==> src/hdl/octree_morton_cell_index_core_assert.svh <==
// Assertion macros for the octree Morton cell index core
`ifndef OCTREE_MORTON_CELL_INDEX_CORE_ASSERT_SVH
`define OCTREE_MORTON_CELL_INDEX_CORE_ASSERT_SVH
`ifndef SYNTH
`define OMCI_ASSERT_IMP(lbl, ante, cons) \
  lbl: assert property (@(posedge clk) disable iff (!rst_n) (ante) |-> (cons)) \
    else $error("omci assertion failed");
`define OMCI_ASSERT_NXT(lbl, ante, cons) \
  lbl: assert property (@(posedge clk) disable iff (!rst_n) (ante) |=> (cons)) \
    else $error("omci assertion failed");
`else
`define OMCI_ASSERT_IMP(lbl, ante, cons)
`define OMCI_ASSERT_NXT(lbl, ante, cons)
`endif
`endif

==> src/hdl/omci_pkg.sv <==
// Shared constants, types and functions of the octree Morton cell index core
package omci_pkg;

  localparam int unsigned MAX_DEPTH = 7;
  localparam int unsigned DEPTH_W   = $clog2(MAX_DEPTH + 1);
  localparam int unsigned GRID_W    = MAX_DEPTH;
  localparam int unsigned CODE_W    = 3 * MAX_DEPTH;
  localparam int unsigned SH_W      = DEPTH_W + 2;
  localparam int unsigned NUM_LANES = 6;

  localparam int unsigned LEVEL_W   = 3;
  localparam int unsigned NUMBER_W  = 21;
  localparam int unsigned INDEX_W   = 22;
  localparam int unsigned IN_W      = 192;
  localparam int unsigned OUT_W     = 48;

  localparam int unsigned CFG_ADDR_W = 5;
  localparam int unsigned CFG_DATA_W = 32;

  typedef enum logic [2:0] {
    REG_ORIGIN_X   = 3'd0,
    REG_ORIGIN_Y   = 3'd1,
    REG_ORIGIN_Z   = 3'd2,
    REG_INV_CELL_X = 3'd3,
    REG_INV_CELL_Y = 3'd4,
    REG_INV_CELL_Z = 3'd5,
    REG_DEPTH      = 3'd6
  } omci_reg_t;

  localparam logic [31:0] INV_CELL_RST = 32'h0001_0000;
  localparam logic [2:0]  DEPTH_RST    = 3'd7;

  typedef struct packed {
    logic s1;
    logic s2;
    logic s3;
    logic s4;
    logic s5;
  } omci_en_t;

  // largest cell coordinate at a given depth
  function automatic logic [GRID_W-1:0] grid_top(input logic [DEPTH_W-1:0] d);
    logic [GRID_W-1:0] t;
    t = '0;
    for (int k = 0; k < GRID_W; k++) begin
      if (k < d) t[k] = 1'b1;
    end
    return t;
  endfunction

  // (8^lvl - 1) / 7
  function automatic logic [CODE_W-1:0] level_base(input logic [DEPTH_W-1:0] lvl);
    logic [CODE_W-1:0] b;
    b = '0;
    for (int k = 0; k < MAX_DEPTH; k++) begin
      if (k < lvl) b[3*k] = 1'b1;
    end
    return b;
  endfunction

endpackage

==> src/hdl/omci_lane.sv <==
// One coordinate lane: offset, reciprocal multiply, floor and clamp to the grid
module omci_lane import omci_pkg::*; (
  input  logic               clk,
  input  omci_en_t           en,
  input  logic [31:0]        corner,
  input  logic [31:0]        origin,
  input  logic [31:0]        inv_cell,
  input  logic [DEPTH_W-1:0] depth,
  output logic [GRID_W-1:0]  grid_cell,
  output logic               clamp
);

  logic [32:0]       off;
  logic [31:0]       mag_r;
  logic              neg_r;
  logic [63:0]       prod;
  logic [31:0]       hi_r;
  logic              neg2_r;
  logic [GRID_W-1:0] top;
  logic [GRID_W-1:0] cell_r, cell_nxt;
  logic              clamp_r, clamp_nxt;

  assign off  = {corner[31], corner} - {origin[31], origin};
  assign prod = {32'd0, mag_r} * {32'd0, inv_cell};
  assign top  = grid_top(depth);

  always_comb begin
    cell_nxt  = hi_r[GRID_W-1:0];
    clamp_nxt = 1'b0;
    if (neg2_r) begin
      cell_nxt  = '0;
      clamp_nxt = 1'b1;
    end else if (hi_r > 32'(top)) begin
      cell_nxt  = top;
      clamp_nxt = 1'b1;
    end
  end

  always_ff @(posedge clk) begin
    if (en.s1) begin
      mag_r <= off[31:0];
      neg_r <= off[32];
    end
    if (en.s2) begin
      hi_r   <= prod[63:32];
      neg2_r <= neg_r;
    end
    if (en.s3) begin
      cell_r  <= cell_nxt;
      clamp_r <= clamp_nxt;
    end
  end

  assign grid_cell = cell_r;
  assign clamp     = clamp_r;

endmodule

==> config.mk <==
export PLATFORM = sky130hd
export DESIGN_NAME = omci_lane
export DESIGN_NICKNAME = d
export VERILOG_FILES = /design/src/hdl/octree_morton_cell_index_core_assert.svh /design/src/hdl/omci_pkg.sv /design/src/hdl/omci_lane.sv
export SDC_FILE = /design/constraint.sdc
export NUM_CORES = 2
export LEC_CHECK = 0
export BUFFER_PORTS_ARGS = -buffer_cell sky130_fd_sc_hd__buf_2
export CAP_MARGIN = 20
export CORE_AREA = 2 2 237 356
export DETAILED_ROUTE_END_ITERATION = 8
export DIE_AREA = 0 0 239 358
export PLACE_DENSITY = 0.64
export SLEW_MARGIN = 0
export SYNTH_ARGS = -nofsm -noshare
export SYNTH_HDL_FRONTEND = slang
export SYNTH_SLANG_ARGS = --single-unit
==> constraint.sdc <==
create_clock -name clk -period 11 [get_ports clk]
set_input_delay 2.2 -clock clk [delete_from_list [all_inputs] [get_ports clk]]
set_output_delay 2.2 -clock clk [all_outputs]
set_load 0.02 [all_outputs]
# [Word-level counts from Yosys, hierarchy flattened]
# Cells that the tools add are included.
[totals] ff_bits=74 in_bits=105
[classes] add_sub_neg=1 n_mul=1 order_cmp=8 muxes=9
[op_table] cell="$mul 32x32->64" count=1
[op_table] cell="$sub 32x32->33" count=1
[op_table] cell="$gt 32x7->1" count=1
[op_table] cell="$lt 3x3->1 const A" count=3
[op_table] cell="$mux 1" count=8
[op_table] cell="$mux 7" count=1
[op_table] cell="$lt 1x3->1 const A" count=2
[op_table] cell="$lt 2x3->1 const A" count=2

# [Depth between registers and ports, before layout]
[depth] depth_word=4 depth_mapped=28

# [Least setup slack after synthesis]
# OpenSTA, ideal clock, no wires.
[synth_timing] kind="input-to-reg" from="input port inv_cell[2]" to="register hi_r[24] (data pin)" t_arrival_ps=8655 setup_slack_ps=2086 cell_stages=26 path_buffers=1 cell_sequence="clkbuf_1 > and2_1 > fa_1 > inv_1 > fa_1 > fa_1 > fa_1 > inv_1 > fa_1 > inv_1 > fa_1 > inv_1 > fa_1 > inv_1 > fa_1 > inv_1 > ha_1 > nand2_1 > nor2_1 > a221o_1 > a2111o_1 > o211ai_2 > a211oi_2 > a31oi_4 > nor3_1 > a211o_1"
[synth_between] elab_chain_cells=1
[synth_lines] item="from (decl)" line_no="omci_lane.sv:7" rtl="input logic [31:0] inv_cell,"
[synth_lines] item="$mul 32x32->64" line_no="omci_lane.sv:24" rtl="assign prod = {32'd0, mag_r} * {32'd0, inv_cell};"
[synth_lines] item="via prod[56]" line_no="omci_lane.sv:16" rtl="logic [63:0] prod;"
[synth_lines] item="to (signal assigned)" line_no="omci_lane.sv:45" rtl="hi_r <= prod[63:32];"
[synth_lines] item="to (decl)" line_no="omci_lane.sv:17" rtl="logic [31:0] hi_r;"
# The timed path passes the listed nets, and every way through them passes these cells.
# A chain may end at the register's enable or synchronous reset.

# [Worst setup path after layout]
[layout_timing] from="input port inv_cell[6]" to="register hi_r[24] (data pin)"
# The elaborated chain is that of the path after synthesis.

==> metrics <==
Final Max Tran Viols=0; Syn Std Cell Area=0.0370 sq mm; CTS tree=done; Via-to-Cell Ratio=5.33; routed len/inst=19.8 um; DR DRC count=0; hold buffer count at cts=0; Tmin final=9.61 ns; CTS H-Tree Depth=3; routed via count=26700; Critical Path Start Type=input pin; RSZ-0062 raised after global routing=no; Yosys warning count=0; fin crit share=87.4%; layout cells sized above 1=4.91%; CP Max Fanout=32; critical path class=in -> reg; First-pass DRT Iterations=5; pin count of the biggest net entering global routing=34; post-synthesis cell type count=70; Post-CTS Setup Bufs=0; FMAX=0.104 GHz; Clock Latency Late Sink=0.39 ns; Sink Count=74; Final Hold Vio Count=0; initial antenna violation count=2; ys async rst share=0%; WL final=99.2 mm; total CTS buffers=9; Setup violations, final=0; # rows=129; Min-Delay Path Class=reg -> reg; Max Clock Skew=0.00979 ns; Crit-path slowest cell=buf_2; Root Driver=clkbuf_16; actual slew at the worst max-slew pin=0.890 ns; DRT antenna net count=0; Clock Tree Buf Depth=2; gr usage total=24.5%; Worst Setup End Kind=flop; ys flop type=edfxtp_1; Critical Path RT=11.13 ns; routability congestion estimate=0.876; Post-synth EDFFs=74; first-pass GRT wire length=160 mm; run status=finished, final reports clean; width of the die=239 um; Layout Nets=5250; Max-cap violations=0; PortBufs=110; Max-slew headroom=40.7%; syn avg cell area=9.29 sq um; starting density of the core=44.9%; Clk pin slew, worst setup/hold paths=0.06 ns; Yosys reg bits=74; syn_nets=5280; gr ovfl total=0; area delta synth->final=4.75%; filler instances=8022; Resized Gates After CTS=0; Top cell by count, worst path=fa_1; register area share after synthesis=6.01%; Ports=113; detailed placer's ending HPWL=79.6 mm; Core Area=0.0823 sq mm; die area=0.0856 sq mm; data arrival time of the worst path=9.74 ns; synthesized instance count=3980; largest stage delay on the critical path=0.59 ns; First DRT Iteration DRCs=1280; Die Y=358 um; setup TNS=0 ns; vias in the first global route=29700
## sequential cells by signal, summed over array words and instances (netlist names)
register / flops
clamp: 1
mag_r: 32
neg2_r: 1
grid_cell: 7
neg_r: 1
hi_r: 32
## cell usage in the layout (no fill, tap or decap), drive strengths merged, types with 8 or more instances in the layout
| cell type | count |
|---|---|
| fa | 896 |
| and2 | 591 |
| and3 | 9 |
| o21a | 21 |
| nand3 | 21 |
| a21oi | 86 |
| a211oi | 10 |
| nor3 | 21 |
| o21bai | 14 |
| a31oi | 11 |
| ha | 299 |
| a21o | 28 |
| o31ai | 8 |
| o21ai | 44 |
| inv | 927 |
| edfxtp | 74 |
| nand2b | 8 |
| nor2 | 51 |
| xnor2 | 42 |
| nor2b | 11 |
| nand4 | 11 |
| clkbuf | 9 |
| nor4 | 9 |
| nand2 | 494 |
| buf | 161 |
| xor2 | 18 |
## Yosys cell counts (all sizes together) (3+ instances only)
cell	count	area (sq um)
a2111oi	6	58.8
a211oi	10	85.1
a21boi	3	22.5
a21o	28	210
a21oi	86	438
a31oi	11	83.8
a41oi	4	53.8
and2	591	3700
and3	9	56.3
clkbuf	200	751
edfxtp	74	2220
fa	896	17900
ha	299	3740
inv	927	3480
nand2	494	1850
nand2b	8	50.1
nand3	21	105
nand3b	4	30.0
nand4	11	68.8
nand4b	4	35.0
nor2	51	191
nor2b	11	68.8
nor3	21	105
nor3b	3	22.5
nor4	9	56.3
o211ai	6	50.1
o21a	21	158
o21ai	44	224
o21bai	14	105
o311ai	3	26.3
o31a	5	45.0
o31ai	8	65.1
or3	6	37.5
xnor2	42	368
xor2	18	158
## cell families after synthesis
family          after synthesis  share of synthesized area [%]
simple gates               1251                           17.4
fa+ha+maj                  1195                           58.7
buf+inv                    1129                           11.5
compound gates              269                           4.92
flops                        74                           6.01
xor+xnor                     60                           1.42
mux                           2                         0.0542
## area by class of cell
cell class                 count  area [sq um]  area share [%]
multi-input combinational   2777         30500            78.8
inverter                     927          3480            8.99
sequential                    74          2220            5.74
tap                         1048          1310            3.39
timing repair buffer         161           933            2.41
clock buffer                   9           225           0.582
clock inverter                 7          46.3           0.120
antenna                        2          5.00          0.0129
## metrics by stage
stage | cell area [sq um] | worst slack [ns] | std cells | util [%] | hold slack, ns
5_1_grt | 38700 | 1.08 | 5003 | 47.0 | 0.712
2_1_floorplan | 37000 | 2.09 | 3980 | - | 0.400
4_1_cts | 38700 | 1.38 | 5003 | 47.0 | 0.715
3_3_place_gp | 38400 | 0.967 | 4987 | 46.7 | 0.697
6_report | 38700 | 1.39 | 5005 | 47.0 | 0.714
3_5_place_dp | 38400 | 0.977 | 4987 | 46.7 | 0.700
## layer usage
metal	global-route usage [%]	wire length, um	vias to the layer above
li1	-	-	11700
met1	26.6	34300	14100
met2	46.4	54700	692
met3	1.99	3790	285
met4	14.4	6400	0
met5	0	0	-
## worst paths after layout
path / startpoint / end / slack (ns) / depth (start not counted)
max: inv_cell[6] / hi_r[24] / 1.39 / 25
min: hi_r[6] / grid_cell[6] / 0.71 / 2
max reg2reg: mag_r[18] / hi_r[20] / 2.62 / 21
min reg2reg: hi_r[6] / grid_cell[6] / 0.71 / 2
## worst max-delay path: cells and delay by family
| kind | cells | cell delay, ns |
|---|---|---|
| fa+ha+maj | 9 | 4.30 |
| buf+inv | 6 | 0.96 |
| simple gates | 4 | 0.55 |
| compound gates | 6 | 1.70 |
Power is left out: the tool's default activity adds up to more than one toggle a clock period on the data nets, which glitch-free logic cannot reach.
