File: config.mk
export PLATFORM = sky130hd
export DESIGN_NAME = omci_merge
export DESIGN_NICKNAME = d
export VERILOG_FILES = /design/src/hdl/octree_morton_cell_index_core_assert.svh /design/src/hdl/omci_pkg.sv /design/src/hdl/omci_merge.sv
export SDC_FILE = /design/constraint.sdc
export NUM_CORES = 1
export LEC_CHECK = 0
export ABC_AREA = 0
export BUFFER_PORTS_ARGS = -buffer_cell sky130_fd_sc_hd__buf_2
export CAP_MARGIN = 40
export CORE_MARGIN = 1.5
export CORE_UTILIZATION = 56
export CTS_CLUSTER_DIAMETER = 30
export DETAILED_ROUTE_END_ITERATION = 7
export PLACE_DENSITY = 0.92
export SYNTH_ARGS = -nofsm -noshare
export SYNTH_HDL_FRONTEND = slang
export SYNTH_SLANG_ARGS = --single-unit
File: constraint.sdc
create_clock -name clk -period 11.9 [get_ports clk]
set_input_delay 3.57 -clock clk [delete_from_list [all_inputs] [get_ports clk]]
set_output_delay 3.57 -clock clk [all_outputs]
set_load 0.01 [all_outputs]
File: src/hdl/octree_morton_cell_index_core_assert.svh
// Assertion macros for the octree Morton cell index core
`ifndef OCTREE_MORTON_CELL_INDEX_CORE_ASSERT_SVH
`define OCTREE_MORTON_CELL_INDEX_CORE_ASSERT_SVH
`ifndef SYNTH
`define OMCI_ASSERT_IMP(lbl, ante, cons) \
  lbl: assert property (@(posedge clk) disable iff (!rst_n) (ante) |-> (cons)) \
    else $error("omci assertion failed");
`define OMCI_ASSERT_NXT(lbl, ante, cons) \
  lbl: assert property (@(posedge clk) disable iff (!rst_n) (ante) |=> (cons)) \
    else $error("omci assertion failed");
`else
`define OMCI_ASSERT_IMP(lbl, ante, cons)
`define OMCI_ASSERT_NXT(lbl, ante, cons)
`endif
`endif

File: src/hdl/omci_pkg.sv
// Shared constants, types and functions of the octree Morton cell index core
package omci_pkg;

  localparam int unsigned MAX_DEPTH = 7;
  localparam int unsigned DEPTH_W   = $clog2(MAX_DEPTH + 1);
  localparam int unsigned GRID_W    = MAX_DEPTH;
  localparam int unsigned CODE_W    = 3 * MAX_DEPTH;
  localparam int unsigned SH_W      = DEPTH_W + 2;
  localparam int unsigned NUM_LANES = 6;

  localparam int unsigned LEVEL_W   = 3;
  localparam int unsigned NUMBER_W  = 21;
  localparam int unsigned INDEX_W   = 22;
  localparam int unsigned IN_W      = 192;
  localparam int unsigned OUT_W     = 48;

  localparam int unsigned CFG_ADDR_W = 5;
  localparam int unsigned CFG_DATA_W = 32;

  typedef enum logic [2:0] {
    REG_ORIGIN_X   = 3'd0,
    REG_ORIGIN_Y   = 3'd1,
    REG_ORIGIN_Z   = 3'd2,
    REG_INV_CELL_X = 3'd3,
    REG_INV_CELL_Y = 3'd4,
    REG_INV_CELL_Z = 3'd5,
    REG_DEPTH      = 3'd6
  } omci_reg_t;

  localparam logic [31:0] INV_CELL_RST = 32'h0001_0000;
  localparam logic [2:0]  DEPTH_RST    = 3'd7;

  typedef struct packed {
    logic s1;
    logic s2;
    logic s3;
    logic s4;
    logic s5;
  } omci_en_t;

  // largest cell coordinate at a given depth
  function automatic logic [GRID_W-1:0] grid_top(input logic [DEPTH_W-1:0] d);
    logic [GRID_W-1:0] t;
    t = '0;
    for (int k = 0; k < GRID_W; k++) begin
      if (k < d) t[k] = 1'b1;
    end
    return t;
  endfunction

  // (8^lvl - 1) / 7
  function automatic logic [CODE_W-1:0] level_base(input logic [DEPTH_W-1:0] lvl);
    logic [CODE_W-1:0] b;
    b = '0;
    for (int k = 0; k < MAX_DEPTH; k++) begin
      if (k < lvl) b[3*k] = 1'b1;
    end
    return b;
  endfunction

endpackage

File: src/hdl/omci_merge.sv
// Merge of the lane results: Morton interleave, level search, linear index
module omci_merge import omci_pkg::*; (
  input  logic               clk,
  input  omci_en_t           en,
  input  logic [GRID_W-1:0]  cells [NUM_LANES],
  input  logic [NUM_LANES-1:0] clamps,
  input  logic [DEPTH_W-1:0] depth,
  output logic [LEVEL_W-1:0] cell_level,
  output logic [NUMBER_W-1:0] cell_number,
  output logic [INDEX_W-1:0] cell_index,
  output logic               clamped
);

  logic [CODE_W-1:0]   e1, e2, diff;
  logic [DEPTH_W-1:0]  shift;
  logic [SH_W-1:0]     sh3;
  logic [DEPTH_W-1:0]  level_r;
  logic [CODE_W-1:0]   number_r;
  logic                flag_r;
  logic [CODE_W:0]     idx_sum;
  logic [LEVEL_W-1:0]  level_o_r;
  logic [NUMBER_W-1:0] number_o_r;
  logic [INDEX_W-1:0]  index_o_r;
  logic                flag_o_r;

  always_comb begin
    e1 = '0;
    e2 = '0;
    for (int i = 0; i < MAX_DEPTH; i++) begin
      e1[3*i]   = cells[0][i];
      e1[3*i+1] = cells[1][i];
      e1[3*i+2] = cells[2][i];
      e2[3*i]   = cells[3][i];
      e2[3*i+1] = cells[4][i];
      e2[3*i+2] = cells[5][i];
    end
    diff  = e1 ^ e2;
    shift = '0;
    for (int g = 0; g < MAX_DEPTH; g++) begin
      if (|diff[3*g +: 3]) shift = DEPTH_W'(g + 1);
    end
    sh3 = SH_W'(shift) * SH_W'(3);
  end

  assign idx_sum = {1'b0, level_base(level_r)} + {1'b0, number_r};

  always_ff @(posedge clk) begin
    if (en.s4) begin
      level_r  <= depth - shift;
      number_r <= e1 >> sh3;
      flag_r   <= |clamps;
    end
    if (en.s5) begin
      level_o_r  <= LEVEL_W'(level_r);
      number_o_r <= NUMBER_W'(number_r);
      index_o_r  <= INDEX_W'(idx_sum);
      flag_o_r   <= flag_r;
    end
  end

  assign cell_level  = level_o_r;
  assign cell_number = number_o_r;
  assign cell_index  = index_o_r;
  assign clamped     = flag_o_r;

endmodule

Word-level counts from Yosys, hierarchy flattened:

Cells that the tools add are included.

* shifts and indexed selects: 1
* equal/unequal tests: 0
* magnitude comparators: 7
* reductions and logical operators: 8
* multiply operators: 1
* bitwise gates (word level): 1
* muxes and demuxes: 14
* divide/modulo/power cells: 0
* add/subtract/negate cells: 2

Operator list (number)
* adder 19 x 21 -> 22 bit: 1
* OR reduction 3 bit: 7
* right shift 21 x 5 -> 21 bit: 1
* bitwise XOR 21 bit: 1
* 2-to-1 mux 3 bit: 6
* < comparator 3 bit, first input constant: 3
* 2-to-1 mux 1 bit: 8
* < comparator 1 x 3 -> 1 bit, first input constant: 2
* < comparator 2 x 3 -> 1 bit, first input constant: 2
* OR reduction 6 bit: 1
* multiplier 3 x 2 -> 5 bit, second input constant: 1
* subtractor 3 bit: 1

* bits in registers: 72
* bits in read-only memories: 0
* bits in latches: 0
* logic and storage cells: 41
* input bits: 57
* memories kept: 0
* bits in writable memories: 0

Logic depth before layout (Yosys ltp):

Gate-level depths: netlist (run 1).

* word-level depth: 11
* mapped depth: 14
* gate-level depth less buffers: 13

Least setup slack after synthesis (run 1):

OpenSTA, ideal clock, no wires.

* kind: input -> register
* start point: input port cells[19] (netlist name)
* end point: register number_r[1] (data pin)
* setup time: 0.262 ns
* stages: 10
* data required time: 11.638 ns
* data arrival time: 6.237 ns
* path slack: 5.401 ns
* buffers on the path: 1
* cell sequence: xor2_1 nor3_2 nor2b_1 o21ai_0 ha_1 clkbuf_1 clkinv_1 mux4_1 a222oi_1 nand2_1

* cells in the longest elaborated chain, start to end: 6

RTL lines
* from (decl): line omci_merge.sv:5 `input logic [GRID_W-1:0] cells [NUM_LANES],`
* bitwise XOR 21 bit: line omci_merge.sv:37 `diff = e1 ^ e2;`
* OR reduction 3 bit: line omci_merge.sv:40 `if (|diff[3*g +: 3]) shift = DEPTH_W'(g + 1);`
* 2-to-1 mux 3 bit (2 in a row): line omci_merge.sv:40
* multiplier 3 x 2 -> 5 bit: line omci_merge.sv:42 `sh3 = SH_W'(shift) * SH_W'(3);`
* right shift 21 x 5 -> 21 bit: line omci_merge.sv:50 `number_r <= e1 >> sh3;`
* to (signal assigned): line omci_merge.sv:50
* to (decl): line omci_merge.sv:18 `logic [CODE_W-1:0] number_r;`

No other way between the ends.
A chain may end at the register's enable or synchronous reset.

Worst setup path in the final report (run 1):

* start point: input port cells[40] (netlist name)
* end point: register number_r[1] (data pin)

* cells in the longest elaborated chain, start to end: 6

RTL lines (line)
* bitwise XOR 21 bit: omci_merge.sv:37
* OR reduction 3 bit: omci_merge.sv:40
* 2-to-1 mux 3 bit (2 in a row): omci_merge.sv:40
* multiplier 3 x 2 -> 5 bit: omci_merge.sv:42
* right shift 21 x 5 -> 21 bit (*): omci_merge.sv:50

Mark *: on every way between the ends. The rest lies on a longest branch, timed or not.

==> results of run 1 <==
-- Yosys cell counts, types with 6 or more instances --
master,number
ha_1,12
mux4_1,8
nand3_1,15
xor2_1,15
a22oi_1,6
nor2_1,19
xnor2_1,28
a21oi_1,6
inv_1,8
mux4_2,7
o21ai_0,6
mux2i_1,12
edfxtp_1,72
nand2_1,27
-- metrics by stage --
step	cell area, um^2	std cells	util	hold slack, ps
detailed placement	4720	504	0.658	407
CTS	4910	520	0.684	424
floorplan	4100	309	-	400
global placement	4700	503	0.655	401
global route	4910	520	0.684	432
finish	4910	520	0.684	421
-- cell families after synthesis --
logic type	Yosys count
XOR/XNOR	44
buffers and inverters	17
flip-flops	72
multiplexers	29
AND/OR/NAND/NOR	86
adder cells (fa/ha/maj)	13
AO/OA/AOI/OAI	48
-- power by group through the flow --
| stage | clock [mW] | combinational, mW | sequential [mW] |
|---|---|---|---|
| 2_1_floorplan | 0 | 0.0747 | 0.328 |
| 3_3_place_gp | 0 | 0.126 | 0.320 |
| 3_5_place_dp | 0 | 0.131 | 0.322 |
| 4_1_cts | 0.180 | 0.132 | 0.317 |
| 5_1_grt | 0.188 | 0.144 | 0.319 |
| 6_report | 0.178 | 0.131 | 0.317 |
-- worst reg2reg max path: stages (launching register included) --
cell and delay (ps):
edfxtp_1 520, or3_1 410, ha_1 230, ha_1 210, a31oi_1 340, o31ai_1 160, a41oi_1 350, o21bai_1 150
a41oi_1 410, nor3b_1 110, o21ai_0 230, xnor2_1 100
-- registers in the layout, indices dropped and copies added, names as in the netlist --
signal,cells
cell_index,22
cell_number,21
clamped,1
cell_level,3
number_r,21
flag_r,1
level_r,3
-- final timing paths --
| check | from | end | cells past startpoint |
|---|---|---|---|
| max | cells[40] | number_r[1] | 10 |
| min | flag_r | clamped | 0 |
| max reg2reg | level_r[2] | cell_index[20] | 11 |
| min reg2reg | flag_r | clamped | 0 |
-- routing by layer --
metal	track usage	vias up	part of all wire
li1	-	1406	-
met1	0.261	1413	0.38
met2	0.422	124	0.54
met3	0.0364	22	0.047
met4	0.124	0	0.029
met5	0	-	0
-- final cells by class --
cell class              count  area [um^2]
clock buffers              10          128
clock inverters             6         60.1
fillers                   524         2270
inverters                  10         37.5
multi-input cells         220         1860
flip-flops and latches     72         2160
well taps                  99          124
repair buffers            103          536
-- cells in the final DEF, fill, tap and decap left out, types with 7 or more instances in the layout --
| cell type | instances |
|---|---|
| mux4_2 | 7 |
| mux4_1 | 8 |
| buf_2 | 100 |
| inv_1 | 8 |
| nor2_1 | 19 |
| nand2_1 | 27 |
| xor2_1 | 15 |
| mux2i_1 | 12 |
| edfxtp_1 | 72 |
| clkbuf_8 | 9 |
| xnor2_1 | 28 |
| ha_1 | 12 |
| nand3_1 | 15 |
==> impl_results.md, run 1 <==
- Pre-antenna DRT Iters: 4
- P per Cell Area: 127 nW/um^2
- Hold Fails Final Rpt: 0
- CTS tree: built
- Critical path class: primary input to flop
- Unrepaired setup endpoints after global routing: no
- Synth Area in XOR/XNOR: 0.0957
- Place WS: 4260 ps
- Drt wl/cell: 16.5 um
- Post-CTS sizing: 0
- Status: finished, final reports clean
- Antenna cells: 0
- Fraction of the mapped netlist area in adder cells: 0.0415
- Post-synthesis mux area share: 0.127
- Area of the die: 7850 um^2
- Seq/Total Area, Yosys: 0.527
- Final WS setup: 4660 ps
- Total Neg Setup Slack: 0 ps
- I/O Buffers: 100
- Yosys warns: 0
- Min Tclk post-route: 7240 ps
- Max Slew Vio Count: 0
- Drt initial violations: 134
- Yosys top cell area share: 0.527
- Total Routed Length: 8.56 mm
- CP max FO: 20
- Final Skew: 5.37 ps
- Sw Share: 0.265
- Final nets: 486
- Post-synth top flop: edfxtp_1
- Switching pwr: 166 uW
- Max Clock Freq: 138 MHz
- Die outline height: 88.6 um
- Crit start category: primary input
- GRT Overall Usage: 0.232
- Tot Pwr: 625 uW
- Ys async rst share: 0
- Clock insertion delay at the later pin of the skew report: 330 ps
- Num CTS Buffers: 9
- Combinational share of power: 0.210
- Crit path max-delay family: simple AND/OR/NAND/NOR gates
- Slowest stage delay, CP: 860 ps
- Syn Nets: 379
- CTS Hold Buffers Added: 0
- I/O pin total: 104
- Fraction of layout cells with a size suffix above 1: 0.325
- Largest net degree at the start of global routing: 47
- Post-CTS Setup Bufs: 0
- Avg Cell Area, Syn: 13.3 um^2
- CP Buf/Inv Count: 2
- Clock root cell: clkbuf_8
- Critical Path Sink Type: flop
- Worst-Margin Slew: 787 ps
- Worst path slowest cell: ha_1
- #FFs+latches synth: 72
- Crit-path cells: buf_2 > xor2_1 > nor3_2 > nor2b_1 > o21ai_0 > ha_1 > clkinv_1 > mux4_1 > a222oi_1 > nand2_1
- Largest family of logic cells by synthesized area: multiplexers
- Initial antenna violation count: 0
- Clock share of power: 0.284
- Core area: 7180 um^2
- RD Place Congestion: 0.894
- Area growth syn-to-layout: 19.6%
- DPL Wire Length: 6.68 mm
- Gate Count Post-Synth: 309
- First-pass GRT wire length: 13.5 mm
- # setup viols final: 0
- Sequential power share: 0.506
- Req. time, crit path: 11,970 ps
- Total gr overflow: 0
- Clock sink count: 72
- Simple-gate area share of the yosys netlist: 0.0991
- Cell taking the most area after synthesis: edfxtp_1
- Area fraction in compound gates after synthesis: 0.0902
- Tcrit/Tclk final: 0.609
- Standard-cell rows: 31
- Leak: 1.96 nW
- Max IR drop VDD: 0.0475 mV
- H-tree depth: 3
- Synth top area cells: edfxtp_1 53%, xnor2_1 6.0%, mux4_1 5.1%
- Initial Utilization: 0.572
- Post-route DRC: 0
- Distinct cells, synth: 55
- Bufs on Longest Clock Path: 2
- Vias in the first global route: 2,796
- Flop2flop setup slack: 8430 ps
- Int Pwr: 460 uW
- Post-DRT Antenna Nets: 0
- WP data arrival: 7320 ps
- Post-synth EDFFs: 72
- Post-DR vias/cell: 5.70
- Max cap viols: 0
- Mapped Area: 4100 um^2
- Via Count: 2,965
- Worst hold path class: flop to flop
- Die width: 88.6 um
- Rel. slew slack: 0.476
- Worst-path clk slew: 70 ps
(Power assumes the default switching activity.)
==> run 2: changes to the inputs <==
--- a/config.mk
+++ b/config.mk
@@ -9,10 +9,10 @@
 export BUFFER_PORTS_ARGS = -buffer_cell sky130_fd_sc_hd__buf_2
 export CAP_MARGIN = 40
 export CORE_MARGIN = 1.5
-export CORE_UTILIZATION = 56
+export CORE_UTILIZATION = 48
 export CTS_CLUSTER_DIAMETER = 30
 export DETAILED_ROUTE_END_ITERATION = 7
-export PLACE_DENSITY = 0.92
+export PLACE_DENSITY = 0.84
 export SYNTH_ARGS = -nofsm -noshare
 export SYNTH_HDL_FRONTEND = slang
 export SYNTH_SLANG_ARGS = --single-unit
==> constraint.sdc (replaced) <==
create_clock -name clk -period 6.4 [get_ports clk]
set_input_delay 1.92 -clock clk [delete_from_list [all_inputs] [get_ports clk]]
set_output_delay 1.92 -clock clk [all_outputs]
set_load 0.01 [all_outputs]
==> run 2 against run 1 <==
Net effect: die area up 16%; non-clock buffer count up 2; sequential share of layout area up 0.090 points; wire length down 1.8%; sequential cell count unchanged; combinational power up 86%; hold slack better by 28 ps; clock-buffer cell count up 1; via count down 1.8%; critical path depth unchanged; setup slack worse by 3300 ps; critical endpoint is now number_r[3].
==> impl_results.md, run 2 (synthesis results as in run 1) <==
- Status: finished, final reports clean
- Total Routed Length: 8.40 mm
- Worst path slowest cell: mux4_1
- Fraction of layout cells with a size suffix above 1: 0.326
- Place WS: 983 ps
- Unrepaired setup endpoints after global routing: no
- Critical Path Sink Type: flop
- CTS tree: built
- Final Skew: 7.47 ps
- Clock sink count: 72
- Crit-path cells: buf_2 > xor2_1 > nor3_2 > nor2b_1 > o21ai_0 > ha_1 > buf_4 > mux4_1 > a222oi_1 > o21ai_1
- Total gr overflow: 0
- Max IR drop VDD: 0.112 mV
- Area of the die: 9110 um^2
- Combinational share of power: 0.219
- Hold Fails Final Rpt: 0
- Antenna cells: 0
- Post-route cell area: 4900 um^2
- Standard-cell rows: 33
- Initial Utilization: 0.497
- Slowest stage delay, CP: 700 ps
- Post-CTS sizing: 0
- Commonest non-fill, non-tap cells in the layout: 100 x buf_2, 72 x edfxtp_1, 28 x xnor2_1
- Sequential power share: 0.528
- Bufs on Longest Clock Path: 2
- Tcrit/Tclk final: 0.795
- RD Place Congestion: 0.902
- DPL Wire Length: 6.65 mm
- Initial antenna violation count: 0
- Post-DR vias/cell: 5.52
- Critical path class: primary input to flop
- Clock insertion delay at the later pin of the skew report: 330 ps
- I/O Buffers: 100
- Area growth syn-to-layout: 19.4%
- Vias in the first global route: 2,731
- Drt initial violations: 132
- Largest net degree at the start of global routing: 46
- Rel. slew slack: 0.545
- # setup viols final: 0
- GRT Overall Usage: 0.190
- First-pass GRT wire length: 13.0 mm
- Core area: 8260 um^2
- Int Pwr: 815 uW
- Via Count: 2,912
- I/O pin total: 104
- Max Slew Vio Count: 0
- Sw Share: 0.269
- Die outline height: 95.5 um
- Crit start category: primary input
- Clock share of power: 0.253
- Crit path max-delay family: compound AO/OA/AOI/OAI gates
- Placed cell area: 4740 um^2
- Clock root cell: clkbuf_8
- Switching pwr: 300 uW
- Max reg flops: 22
- Drt wl/cell: 15.9 um
- CTS Hold Buffers Added: 0
- Total Neg Setup Slack: 0 ps
- Min Tclk post-route: 5090 ps
- Post-CTS Setup Bufs: 0
- Final Core Density: 0.593
- Final WS setup: 1310 ps
- Leak: 1.96 nW
- Final nets: 488
- P per Cell Area: 228 nW/um^2
- Num CTS Buffers: 9
- Max Clock Freq: 197 MHz
- CP Buf/Inv Count: 2
- Worst-Margin Slew: 663 ps
- Post-route DRC: 0
- Worst-path clk slew: 70 ps
- WP data arrival: 5160 ps
- Pre-antenna DRT Iters: 4
- CP max FO: 11
- H-tree depth: 3
- Max cap viols: 0
- Worst hold path class: flop to flop
- Tot Pwr: 1.12 mW
- Req. time, crit path: 6480 ps
- Post-DRT Antenna Nets: 0
- Die width: 95.5 um
- Most common cell after layout, fill and taps aside: buf_2
-- run 2: cell count changes in the layout (fill, tap and decap cells not counted), sizes merged --
| cell | change |
|---|---|
| clkinv | +1 |
| clkbuf | +1 |
| buf | +2 |
| bufinv | -1 |
| clkinvlp | -1 |
-- run 2: metal layers --
metal / share of wire / track usage / wire [um] / vias to the layer above
met4: 0.018 / 0.0797 / 154 / 0
met3: 0.050 / 0.0311 / 416 / 12
li1: - / - / - / 1414
met1: 0.42 / 0.225 / 3500 / 1372
met5: 0 / 0 / 0 / -
met2: 0.52 / 0.340 / 4330 / 114
-- run 2: worst paths after layout --
kind                            cells past startpoint        endpoint  slack (ps)  startpoint
worst min register to register                      0         clamped         450      flag_r
worst max register to register                     11  cell_index[20]        2980  level_r[2]
worst min-delay path                                0         clamped         450      flag_r
worst max-delay path                               10     number_r[3]        1310   cells[40]
-- run 2: area by class of cell --
cell class / instances / area (um^2)
Clock buffer: 11 / 131
Clock inverter: 5 / 23.8
Fill cell: 683 / 3360
Inverter: 10 / 37.5
Multi-Input combinational cell: 220 / 1860
Sequential cell: 72 / 2160
Tap cell: 105 / 131
Timing Repair Buffer: 105 / 551
-- run 2: through the flow --
stage	instances	hold WS, ps
after floorplan	309	400
after CTS	528	454
final	528	449
after global routing	528	462
after detailed placement	512	441
after global placement	511	401
-- run 2: power groups by stage --
stage               combinational, mW  sequential (mW)  clock (mW)
floorplan                       0.139            0.610           0
global placement                0.236            0.597           0
detailed placement              0.245            0.600           0
CTS                             0.245            0.589       0.292
global route                    0.266            0.593       0.309
finish                          0.244            0.589       0.282
